--- config.mk ---
export PLATFORM = sky130hd
export DESIGN_NAME = fixed_partition_fit_allocator_core
export DESIGN_NICKNAME = d
export VERILOG_FILES = /design/src/rtl/fpfa_pkg.sv /design/src/rtl/fpfa_cell.sv /design/src/rtl/fixed_partition_fit_allocator_core.sv
export SDC_FILE = /design/constraint.sdc
export NUM_CORES = 1
export LEC_CHECK = 0
export ABC_AREA = 1
export BUFFER_PORTS_ARGS = -buffer_cell sky130_fd_sc_hd__buf_2
export CORE_AREA = 5 5 318 320
export DETAILED_ROUTE_END_ITERATION = 10
export DIE_AREA = 0 0 323 325
export GPL_TIMING_DRIVEN = 0
export PLACE_DENSITY = 0.63
export SYNTH_ARGS = -nofsm -noshare
export SYNTH_HDL_FRONTEND = slang
export SYNTH_SLANG_ARGS = --single-unit
--- constraint.sdc ---
create_clock -name i_clk -period 4.98 [get_ports i_clk]
set_clock_uncertainty 0.1 [all_clocks]
set_input_delay 0.249 -clock i_clk [delete_from_list [all_inputs] [get_ports i_clk]]
set_output_delay 0.249 -clock i_clk [all_outputs]
set_load 0.05 [all_outputs]
--- src/rtl/fpfa_pkg.sv ---
package fpfa_pkg;

    localparam int NUM_BLOCKS = 16;
    localparam int SIZE_BITS  = 16;
    localparam int IDX_W      = (NUM_BLOCKS > 1) ? $clog2(NUM_BLOCKS) : 1;
    localparam int ACT_W      = 5;
    localparam int POL_W      = 2;
    localparam int SLOT_W     = 4;
    localparam int GRANT_W    = 4;
    localparam int RES_W      = 2;
    localparam int CMP_W      = ((IDX_W > ACT_W) ? IDX_W : ACT_W) + 1;
    localparam int CFG_IDX_W  = 1;
    localparam int CFG_W      = 5;

    // slave word: block_slot, size_value, zero fill to whole bytes
    localparam int IN_FIELDS_W = SLOT_W + 16;
    localparam int IN_DATA_W   = ((IN_FIELDS_W + 7) / 8) * 8;
    localparam int OUT_DATA_W  = ((GRANT_W + 7) / 8) * 8;

    localparam logic [POL_W-1:0] POL_FIRST = 2'd0;
    localparam logic [POL_W-1:0] POL_BEST  = 2'd1;
    localparam logic [POL_W-1:0] POL_WORST = 2'd2;

    localparam logic REQ_LOAD  = 1'b0;
    localparam logic REQ_ALLOC = 1'b1;

    localparam logic [RES_W-1:0] RES_LOADED = 2'd0;
    localparam logic [RES_W-1:0] RES_ALLOC  = 2'd1;
    localparam logic [RES_W-1:0] RES_NOFIT  = 2'd2;

    localparam logic [CFG_IDX_W-1:0] CFG_FIT_POLICY    = 1'd0;
    localparam logic [CFG_IDX_W-1:0] CFG_ACTIVE_BLOCKS = 1'd1;

    localparam logic [ACT_W-1:0] ACTIVE_RESET = 5'd16;

    typedef enum logic [1:0] {
        ST_IDLE,
        ST_SCAN,
        ST_HOLD
    } t_state;

    // search token walking down the cell row
    typedef struct packed {
        logic                 valid;
        logic [SIZE_BITS-1:0] want;
        logic                 found;
        logic [IDX_W-1:0]     idx;
        logic [SIZE_BITS-1:0] size;
    } t_token;

    // broadcast update to every cell
    typedef struct packed {
        logic                 load_en;
        logic [SLOT_W-1:0]    load_idx;
        logic [SIZE_BITS-1:0] load_size;
        logic                 set_en;
        logic [IDX_W-1:0]     set_idx;
        logic                 clear_all;
    } t_cell_cmd;

endpackage

--- src/rtl/fpfa_cell.sv ---
module fpfa_cell
    import fpfa_pkg::*;
(
    input  logic             i_clk,
    input  logic             i_rst_n,
    input  logic [IDX_W-1:0] i_idx,
    input  logic [POL_W-1:0] i_policy,
    input  logic [ACT_W-1:0] i_active,
    input  t_cell_cmd        i_cmd,
    input  t_token           i_tok,
    output t_token           o_tok
);

    logic [SIZE_BITS-1:0] r_size;
    logic                 r_occ;
    t_token               r_tok;
    t_token               n_tok;
    logic                 eligible;
    logic                 take;
    logic                 in_range;

    assign in_range = CMP_W'(i_idx) < CMP_W'(i_active);
    assign eligible = i_tok.valid && !r_occ && (r_size >= i_tok.want) && in_range;

    // first fit (and the unused code) only takes when nothing is held yet
    always_comb begin
        take = 1'b0;
        if (eligible) begin
            if (!i_tok.found) begin
                take = 1'b1;
            end else if (i_policy == POL_BEST) begin
                take = r_size < i_tok.size;
            end else if (i_policy == POL_WORST) begin
                take = r_size > i_tok.size;
            end
        end
    end

    always_comb begin
        n_tok = i_tok;
        if (take) begin
            n_tok.found = 1'b1;
            n_tok.idx   = i_idx;
            n_tok.size  = r_size;
        end
    end

    always_ff @(posedge i_clk) begin
        if (!i_rst_n) begin
            r_tok.valid <= 1'b0;
        end else begin
            r_tok <= n_tok;
        end
    end

    always_ff @(posedge i_clk) begin
        if (i_cmd.load_en && (CMP_W'(i_cmd.load_idx) == CMP_W'(i_idx))) begin
            r_size <= i_cmd.load_size;
        end
    end

    // batch end clear wins over the grant mark of the same item
    always_ff @(posedge i_clk) begin
        if (!i_rst_n) begin
            r_occ <= 1'b0;
        end else if (i_cmd.clear_all) begin
            r_occ <= 1'b0;
        end else if (i_cmd.load_en && (CMP_W'(i_cmd.load_idx) == CMP_W'(i_idx))) begin
            r_occ <= 1'b0;
        end else if (i_cmd.set_en && (i_cmd.set_idx == i_idx)) begin
            r_occ <= 1'b1;
        end
    end

    assign o_tok = r_tok;

endmodule

--- src/rtl/fixed_partition_fit_allocator_core.sv ---
// Fixed-partition fit allocator. Each of the 16 partitions lives in its own cell
// (size plus occupied mark), and the cells form a row. A load word writes one
// partition size and frees that partition. An allocate word launches a search
// token into cell 0; the token steps one cell per clock, each cell comparing
// its own size against the request and the best candidate so far (first,
// best or worst fit, lowest index on ties). When the token leaves the last
// cell the winner is marked occupied, an allocate word with batch_end clears
// all marks, and the result is registered. Only one word is in flight at a
// time. The output register lets a new word be taken while the previous
// result waits on the master side. Configuration is to be written only while
// idle; the user must keep to this, as the block does not enforce it.
// active_blocks above 16 acts as 16 and 0 gives no fit.
module fixed_partition_fit_allocator_core
    import fpfa_pkg::*;
(
    input  logic                  i_clk,
    input  logic                  i_rst_n,
    // configuration
    input  logic                  i_cfg_we,
    input  logic [CFG_IDX_W-1:0]  i_cfg_idx,
    input  logic [CFG_W-1:0]      i_cfg_data,
    // request stream
    input  logic                  i_s_axis_tvalid,
    output logic                  o_s_axis_tready,
    input  logic [IN_DATA_W-1:0]  i_s_axis_tdata,   // [3:0] block_slot, [19:4] size_value, rest 0
    input  logic                  i_s_axis_tuser,   // [0] req_type
    input  logic                  i_s_axis_tlast,   // batch_end
    // result stream
    output logic                  o_m_axis_tvalid,
    input  logic                  i_m_axis_tready,
    output logic [OUT_DATA_W-1:0] o_m_axis_tdata,   // [3:0] granted_block, rest 0
    output logic [RES_W-1:0]      o_m_axis_tuser    // [1:0] result_code
);

    // config registers
    logic [POL_W-1:0] r_cfg_policy;
    logic [ACT_W-1:0] r_cfg_active;

    always_ff @(posedge i_clk) begin
        if (!i_rst_n) begin
            r_cfg_policy <= POL_FIRST;
            r_cfg_active <= ACTIVE_RESET;
        end else if (i_cfg_we) begin
            unique case (i_cfg_idx)
                CFG_FIT_POLICY:    r_cfg_policy <= i_cfg_data[POL_W-1:0];
                CFG_ACTIVE_BLOCKS: r_cfg_active <= i_cfg_data[ACT_W-1:0];
                default: ;
            endcase
        end
    end

    // input word unpack
    logic [SLOT_W-1:0]    in_slot;
    logic [SIZE_BITS-1:0] in_size;
    assign in_slot = i_s_axis_tdata[SLOT_W-1:0];
    assign in_size = SIZE_BITS'(i_s_axis_tdata[SLOT_W+15:SLOT_W]);

    t_state r_state;
    t_state n_state;

    logic acc;
    logic acc_load;
    logic acc_alloc;
    assign acc       = i_s_axis_tvalid && o_s_axis_tready;
    assign acc_load  = acc && (i_s_axis_tuser == REQ_LOAD);
    assign acc_alloc = acc && (i_s_axis_tuser == REQ_ALLOC);

    // cell row
    t_token    tok [0:NUM_BLOCKS];
    t_cell_cmd cmd;
    logic [NUM_BLOCKS-1:0] tok_live;

    for (genvar k = 0; k < NUM_BLOCKS; k++) begin : g_cell
        fpfa_cell u_cell (
            .i_clk    (i_clk),
            .i_rst_n  (i_rst_n),
            .i_idx    (IDX_W'(k)),
            .i_policy (r_cfg_policy),
            .i_active (r_cfg_active),
            .i_cmd    (cmd),
            .i_tok    (tok[k]),
            .o_tok    (tok[k+1])
        );
        assign tok_live[k] = tok[k+1].valid;
    end

    t_token tok_last;
    assign tok_last = tok[NUM_BLOCKS];

    logic r_batch_end;
    always_ff @(posedge i_clk) begin
        if (acc_alloc) begin
            r_batch_end <= i_s_axis_tlast;
        end
    end

    // result of the current word
    logic               scan_done;
    logic               res_ev;
    logic [RES_W-1:0]   res_code;
    logic [GRANT_W-1:0] res_blk;

    assign scan_done = (r_state == ST_SCAN) && tok_last.valid;
    assign res_ev    = acc_load || scan_done;

    always_comb begin
        res_code = RES_LOADED;
        res_blk  = '0;
        if (scan_done) begin
            if (tok_last.found) begin
                res_code = RES_ALLOC;
                res_blk  = GRANT_W'(tok_last.idx);
            end else begin
                res_code = RES_NOFIT;
            end
        end
    end

    // output register plus one hold slot
    logic               r_out_valid;
    logic [RES_W-1:0]   r_out_code;
    logic [GRANT_W-1:0] r_out_blk;
    logic [RES_W-1:0]   r_hold_code;
    logic [GRANT_W-1:0] r_hold_blk;
    logic               out_free;

    assign out_free = !r_out_valid || i_m_axis_tready;

    // next state
    always_comb begin
        n_state = r_state;
        unique case (r_state)
            ST_IDLE: begin
                if (acc_load) begin
                    n_state = out_free ? ST_IDLE : ST_HOLD;
                end else if (acc_alloc) begin
                    n_state = ST_SCAN;
                end
            end
            ST_SCAN: begin
                if (tok_last.valid) begin
                    n_state = out_free ? ST_IDLE : ST_HOLD;
                end
            end
            ST_HOLD: begin
                if (out_free) begin
                    n_state = ST_IDLE;
                end
            end
            default: n_state = ST_IDLE;
        endcase
    end

    // state outputs: handshake, token launch, cell commands
    always_comb begin
        o_s_axis_tready = (r_state == ST_IDLE);

        tok[0].valid = acc_alloc;
        tok[0].want  = in_size;
        tok[0].found = 1'b0;
        tok[0].idx   = '0;
        tok[0].size  = '0;

        cmd.load_en   = acc_load;
        cmd.load_idx  = in_slot;
        cmd.load_size = in_size;
        cmd.set_en    = scan_done && tok_last.found;
        cmd.set_idx   = tok_last.idx;
        cmd.clear_all = scan_done && r_batch_end;
    end

    always_ff @(posedge i_clk) begin
        if (!i_rst_n) begin
            r_state <= ST_IDLE;
        end else begin
            r_state <= n_state;
        end
    end

    always_ff @(posedge i_clk) begin
        if (res_ev && !out_free) begin
            r_hold_code <= res_code;
            r_hold_blk  <= res_blk;
        end
    end

    always_ff @(posedge i_clk) begin
        if (!i_rst_n) begin
            r_out_valid <= 1'b0;
        end else if (out_free && (r_state == ST_HOLD || res_ev)) begin
            r_out_valid <= 1'b1;
        end else if (i_m_axis_tready) begin
            r_out_valid <= 1'b0;
        end
    end

    always_ff @(posedge i_clk) begin
        if (out_free && r_state == ST_HOLD) begin
            r_out_code <= r_hold_code;
            r_out_blk  <= r_hold_blk;
        end else if (out_free && res_ev) begin
            r_out_code <= res_code;
            r_out_blk  <= res_blk;
        end
    end

    assign o_m_axis_tvalid = r_out_valid;
    assign o_m_axis_tdata  = OUT_DATA_W'(r_out_blk);
    assign o_m_axis_tuser  = r_out_code;

    // checks
    a_token_only_in_scan: assert property (@(posedge i_clk) disable iff (!i_rst_n)
        (tok_live != '0) |-> (r_state == ST_SCAN))
        else $error("search token alive outside scan");

    a_single_token: assert property (@(posedge i_clk) disable iff (!i_rst_n)
        $onehot0(tok_live))
        else $error("more than one search token in the row");

    a_hold_needs_busy_out: assert property (@(posedge i_clk) disable iff (!i_rst_n)
        (r_state == ST_HOLD) |-> r_out_valid)
        else $error("held result while output register empty");

    a_grant_in_range: assert property (@(posedge i_clk) disable iff (!i_rst_n)
        (scan_done && tok_last.found) |-> (CMP_W'(tok_last.idx) < CMP_W'(r_cfg_active)))
        else $error("granted partition beyond active range");

endmodule
**Word level (Yosys, flattened, before mapping)**

Index checks and enable logic that the tools add are counted.

- Register bits: 871
- Output and inout bits: 12
- Logic and storage cells: 448
- Bits of input ports: 37

- Multiplexer cells: 92
- Equal/unequal tests: 37
- $lt $le $gt $ge: 62
- Bitwise operators: 3
- Reductions and logical operators: 135

Operators with widths:

| cell | count |
|---|---|
| 16-bit greater-or-equal comparator | 16 |
| 16-bit greater-than comparator | 15 |
| 16-bit less-than comparator | 15 |
| 16-bit 2-to-1 mux | 14 |
| 1-bit logical AND | 90 |
| 4-bit equality test (second input constant) | 16 |
| 1-bit 2-to-1 mux | 63 |
| 3-bit OR reduction | 16 |
| 4-bit by 5-bit less-than comparator with 1-bit output (first input constant) | 8 |
| 4-bit by 3-bit equality test with 1-bit output (second input constant) | 8 |
| 21-bit 2-to-1 mux | 1 |
| 3-bit by 5-bit less-than comparator with 1-bit output (first input constant) | 4 |
| 1-bit zero test | 18 |
| 2-bit 2-to-1 mux | 9 |
| 4-bit by 2-bit equality test with 1-bit output (second input constant) | 4 |
| 4-bit 2-to-1 mux | 4 |
| 1-bit by 5-bit less-than comparator with 1-bit output (first input constant) | 2 |
| 2-bit by 5-bit less-than comparator with 1-bit output (first input constant) | 2 |
| 4-bit by 1-bit equality test with 1-bit output (second input constant) | 2 |
| 4-bit zero test | 2 |
| 2-bit one-hot mux with 3 select lines | 1 |
| 2-bit by 1-bit equality test with 1-bit output (second input constant) | 2 |
| 2-bit equality test (second input constant) | 2 |
| 2-bit AND reduction | 2 |
| other kinds (8) | 13 |

**Longest topological paths before layout**

- Word-level depth: 8
- Depth in mapped cells: 17

**Modules after synthesis**

From an unflattened synthesis, not the netlist that was laid out.

- Cells, all modules: 5018
- Area, all modules: 49940.4 µm²

By module, submodules not included:

| module | area each (µm²) | times used | cells an instance |
|---|---|---|---|
| fpfa_cell (g_cell[0].u_cell ...) | 3059.2 | 15 | 307 |
| fpfa_cell (g_cell[9].u_cell) | 3046.7 | 1 | 306 |
| fixed_partition_fit_allocator_core | 1006.0 | 1 | 107 |

**Worst setup path before layout**

No wires, ideal clock.

- Kind: flip-flop to flip-flop
- Start point: reg r_state[1]
- End point: reg g_cell[10].u_cell.r_size[0], enable pin
- Path slack: 2.205 ns
- Setup time: 0.390 ns
- Arrival time: 2.285 ns
- Path buffers: 0
- Stages on the path, launching flop included: 6
- Required time: 4.490 ns
- Period minus slack after synthesis: 2.775 ns
- Path through: dfxtp_1 nor2_1 nand2_1 nor2_1 nand3_1 nor2_1

- Longest elaborated chain between the ends: 4

RTL lines:

| what | RTL line | RTL |
|---|---|---|
| start, declared | fixed_partition_fit_allocator_core.sv:58 | `t_state r_state;` |
| start signal, assigned | fixed_partition_fit_allocator_core.sv:176 | `r_state <= n_state;` |
| 2-bit zero test | fixed_partition_fit_allocator_core.sv:156 | `o_s_axis_tready = (r_state == ST_IDLE);` |
| net o_s_axis_tready | fixed_partition_fit_allocator_core.sv:24 | `output logic o_s_axis_tready,` |
| 1-bit logical AND | fixed_partition_fit_allocator_core.sv:64 | `assign acc = i_s_axis_tvalid && o_s_axis_tready;` |
| 1-bit logical AND | fixed_partition_fit_allocator_core.sv:65 | `assign acc_load = acc && (i_s_axis_tuser == REQ_LOAD);` |
| 1-bit logical AND | fpfa_cell.sv:57 | `if (i_cmd.load_en && (CMP_W'(i_cmd.load_idx) == CMP_W'(i_idx))) begin` |
| end signal, assigned | fpfa_cell.sv:58 | `r_size <= i_cmd.load_size;` |
| end, declared | fpfa_cell.sv:14 | `logic [SIZE_BITS-1:0] r_size;` |

The timed path passes the listed nets, and every way through them passes these cells.
A chain may end at the register's enable or synchronous reset.

==> impl_results.md <==
- Status: complete, no violations
- Final period utilization: 55.37%
- Register area: approximately 25,000 sq um
- Fmax: 362.7 MHz
- Hold EP: g_cell[14].u_cell.r_size[9]$_DFFE_PP_
- CTS clk-pin slew, worst paths: around 0.06 ns
- Unique masters post-synth: 37
- Crit path arrival time: 3.05 ns
- Drt pass-1 iters: 5
- Pwr Density: 330.0 nW/um^2
- Fin. Hold Viols: 0
- Cell count after synthesis: 4,153
- Fillers: 8,668
- Setup CP Type: flop to flop
- Synth warnings: 0
- RSZ-0062 raised after global routing: no
- DRC viols: 0
- Postcts setup bufs: 0
- Max stage delay cell, worst path: buf_2
- Skew-Pair Late Insertion Delay: about 0.65 ns
- Core Util, Final: 49.98%
- Area of the multi-input gates: 15,380 sq um
- CP max FO: 10
- Final min period: about 2.8 ns
- CTS Buffer Depth: 3
- Worst Reg2Reg Path Length in Cells: 9
- Crit-path cells: inv_1, nor2_2, buf_2, nand3_1, nand3_2, nand2_2, buf_4, nand2_1, nand2_1
- Vias in the first global route: 27.61k
- Max Transition Viols Final: 0
- Number of cell rows: 115
- Leakage: 22.48 nW
- Post-synth EDFFs: 814
- Synth top area cells: edfxtp_1 56%, ha_1 14%, nand2_1 8.8%
- Crit path launch type: flop
- Syn Area/Cell: around 11 sq um
- Die footprint: 105,000 sq um
- H-tree lvl count: 3
- Count of buffers from port buffering: 40
- Worst Hold Depth: 1
- HPWL Detailed: 73.55 mm
- FF-to-FF End: g_cell[12].u_cell.o_tok[13]$_DFFE_PP_
- DR iter-0 viols: 1,922
- GRT Util Overall: a little under a fifth
- Largest net degree at the start of global routing: 130
- Yosys reg bits: 856
- Post-place instance area: 45,810 sq um
- Ports: 49
- Clock sinks: 856
- Vias/cell: ~5.0
- Starting Density: 44.59%
- WP data required: 5.27 ns
- Top_reg_cell synth: edfxtp_1
- Area share of the largest cell type after synthesis: a little under three fifths
- CTS buffer count: 90
- Cts repair resizes: 0
- Hold Crit Class: input pin to flop
- Slew HR: 34.97%
- Final nets: 4,857
- Gp weighted congestion: 0.8607
- Setup Viol. Count Final: 0
- Area Overhead vs Synth: 12.08%
- Vias: 28.39k
- Die span in y: 325 um
- Global-route wire length before repair: between 150 and 200 mm
- Post-synth ARST share: 0%
- Setup total negative slack: 0 ns
- Grt ovf: 0
- CTS root buffer: clkbuf_16
- Min-delay src: i_s_axis_tdata[13]
- DRT Wirelength: 100.4 mm
- FF-to-FF setup slack: ~2.2 ns
- Drt wl/cell: 17.66 um
- Post-route ant nets: 0
- Core ar.: 97,840 sq um
- Hold Buf Count CTS: 19
- DIE WIDTH: 323 um
- Layout cells sized above 1: 7.118%
- Worst reg2reg path startpoint: r_cfg_policy[0]$_SDFFE_PN0P_
- Peak VDD IR: 314.9 uV
- Syn Std Cell Area: 43,630 sq um
- Place WS: 1.957 ns
- Max-Cap Viols: 0
- Measured slew at the worst slew-check pin: 0.9744 ns
- Total power: approximately 16 mW
- Initial antenna violation count: 7
- CP Capture Type: flop
- Design Area, Final: 48,900 sq um
- Crit path largest cell delay: 0.60 ns
- Most frequent CP cell: nand2_1
- Leading area contributor after synthesis: edfxtp_1
- Seq/Total Area, Yosys: just under 60%
- Setup ws final: ~2.2 ns
- CTS tree: yes
per-layer routing:
layer	vias to the layer above	track usage [%]	share of wire, %	wire, um
met2	532	32.43	49	48720
met1	13360	24.69	44	43960
met5	-	0	0.013	13
met3	201	2.974	4.5	4470
met4	2	5.976	3.2	3254
li1	14300	-	-	-
critical path, delay by kind of cell, from the launching register on:
family                 cells  cell delay (ns)
buffers and inverters      3             0.88
DFF                        1             0.32
and+or+nand+nor            6             1.19
layout by cell type, fill, tap and decap left out, drive strengths merged, types with 19 or more instances in the layout:
| cell type | Yosys | routed |
|---|---|---|
| a21oi | 225 | 225 |
| buf | 48 | 105 |
| clkbuf | 7 | 120 |
| clkinv | 0 | 39 |
| dfxtp | 42 | 42 |
| dlygate4sd3 | 0 | 19 |
| edfxtp | 814 | 814 |
| ha | 496 | 496 |
| inv | 708 | 709 |
| nand2 | 1034 | 1034 |
| nand3 | 292 | 292 |
| nand4 | 33 | 33 |
| nor2 | 261 | 261 |
| nor3 | 36 | 36 |
| o21ai | 62 | 62 |
| o21bai | 28 | 28 |
state kept, by name, summed over array words and instances (netlist names), 2 cells and up:
signal / flops
r_state: 2
r_out_blk: 4
o_m_axis_tuser: 2
g_cell.u_cell.o_tok: 561
r_hold_code: 2
r_cfg_policy: 2
r_cfg_active: 5
r_hold_blk: 4
g_cell.u_cell.r_size: 256
g_cell.u_cell.r_occ: 16
cells in the mapped netlist (2+ instances only):
cell and count:
nor2_2 5, edfxtp_1 814, nand2_4 6, a21oi_2 3, nand2_1 1020, a21oi_4 11
nor3_1 36, nand2_2 8, a21boi_0 11, dfxtp_1 42, inv_1 707, o21ai_0 60
nand3_1 278, buf_6 9, buf_4 17, nand3_2 14, a21o_1 14, buf_2 22
or2_2 15, clkbuf_1 7, ha_1 496, nand3b_1 7, nand4_1 33, a31o_2 5
a21oi_1 211, o211ai_1 2, o21bai_1 28, nor2_1 256, and2_1 8
through the flow:
step           hold slack [ns]  cells
4_1_cts               0.003440   5684
3_3_place_gp            0.3138   5483
2_1_floorplan           0.2479   4156
5_1_grt                0.01319   5684
3_5_place_dp            0.3185   5500
6_report               0.03358   5687
cell type report:
cell class	instances	share of cell area, %
clock inverter	52	1.059
timing repair buffer	76	1.443
multi-input combinational	2537	31.44
inverter	708	5.434
buffer	55	0.7471
clock buffer	113	4.866
sequential	856	51.70
antenna	3	0.01535
tap	1287	3.293
kinds of logic after synthesis:
logic type / after synthesis / synth area share [%]
buffers and inverters: 763 / 6.928
flip-flops: 856 / 57.95
AND/OR/NAND/NOR: 1687 / 16.18
adder cells (fa/ha/maj): 496 / 14.22
AO/OA/AOI/OAI: 350 / 4.709
other: 1 / 0.008595
worst max-delay path by stage:
stage / slack, ns / end / startpoint
after global placement: -7.24 / g_cell[0].u_cell.r_occ$_SDFFE_PP0P_ / i_rst_n
after CTS: 2.19 / g_cell[12].u_cell.o_tok[13]$_DFFE_PP_ / r_cfg_policy[0]$_SDFFE_PN0P_
after floorplan: 2.21 / g_cell[10].u_cell.r_size[0]$_DFFE_PP_ / r_state[1]$_SDFFE_PN0P_
after detailed placement: 1.96 / g_cell[9].u_cell.o_tok[23]$_DFFE_PP_ / i_rst_n
after global routing: 2.08 / g_cell[8].u_cell.o_tok[14]$_DFFE_PP_ / g_cell[7].u_cell.o_tok[22]$_DFFE_PP_
final: 2.22 / g_cell[12].u_cell.o_tok[13]$_DFFE_PP_ / r_cfg_policy[0]$_SDFFE_PN0P_
power breakdown:
| part | switching (mW) | total [mW] | leakage, nW | internal [mW] |
|---|---|---|---|---|
| clock | 2.79 | 6.65 | 1.40 | 3.85 |
| combinational | 0.737 | 1.09 | 13.0 | 0.357 |
| sequential | 0.179 | 8.40 | 8.12 | 8.22 |
(Power assumes the default switching activity.)
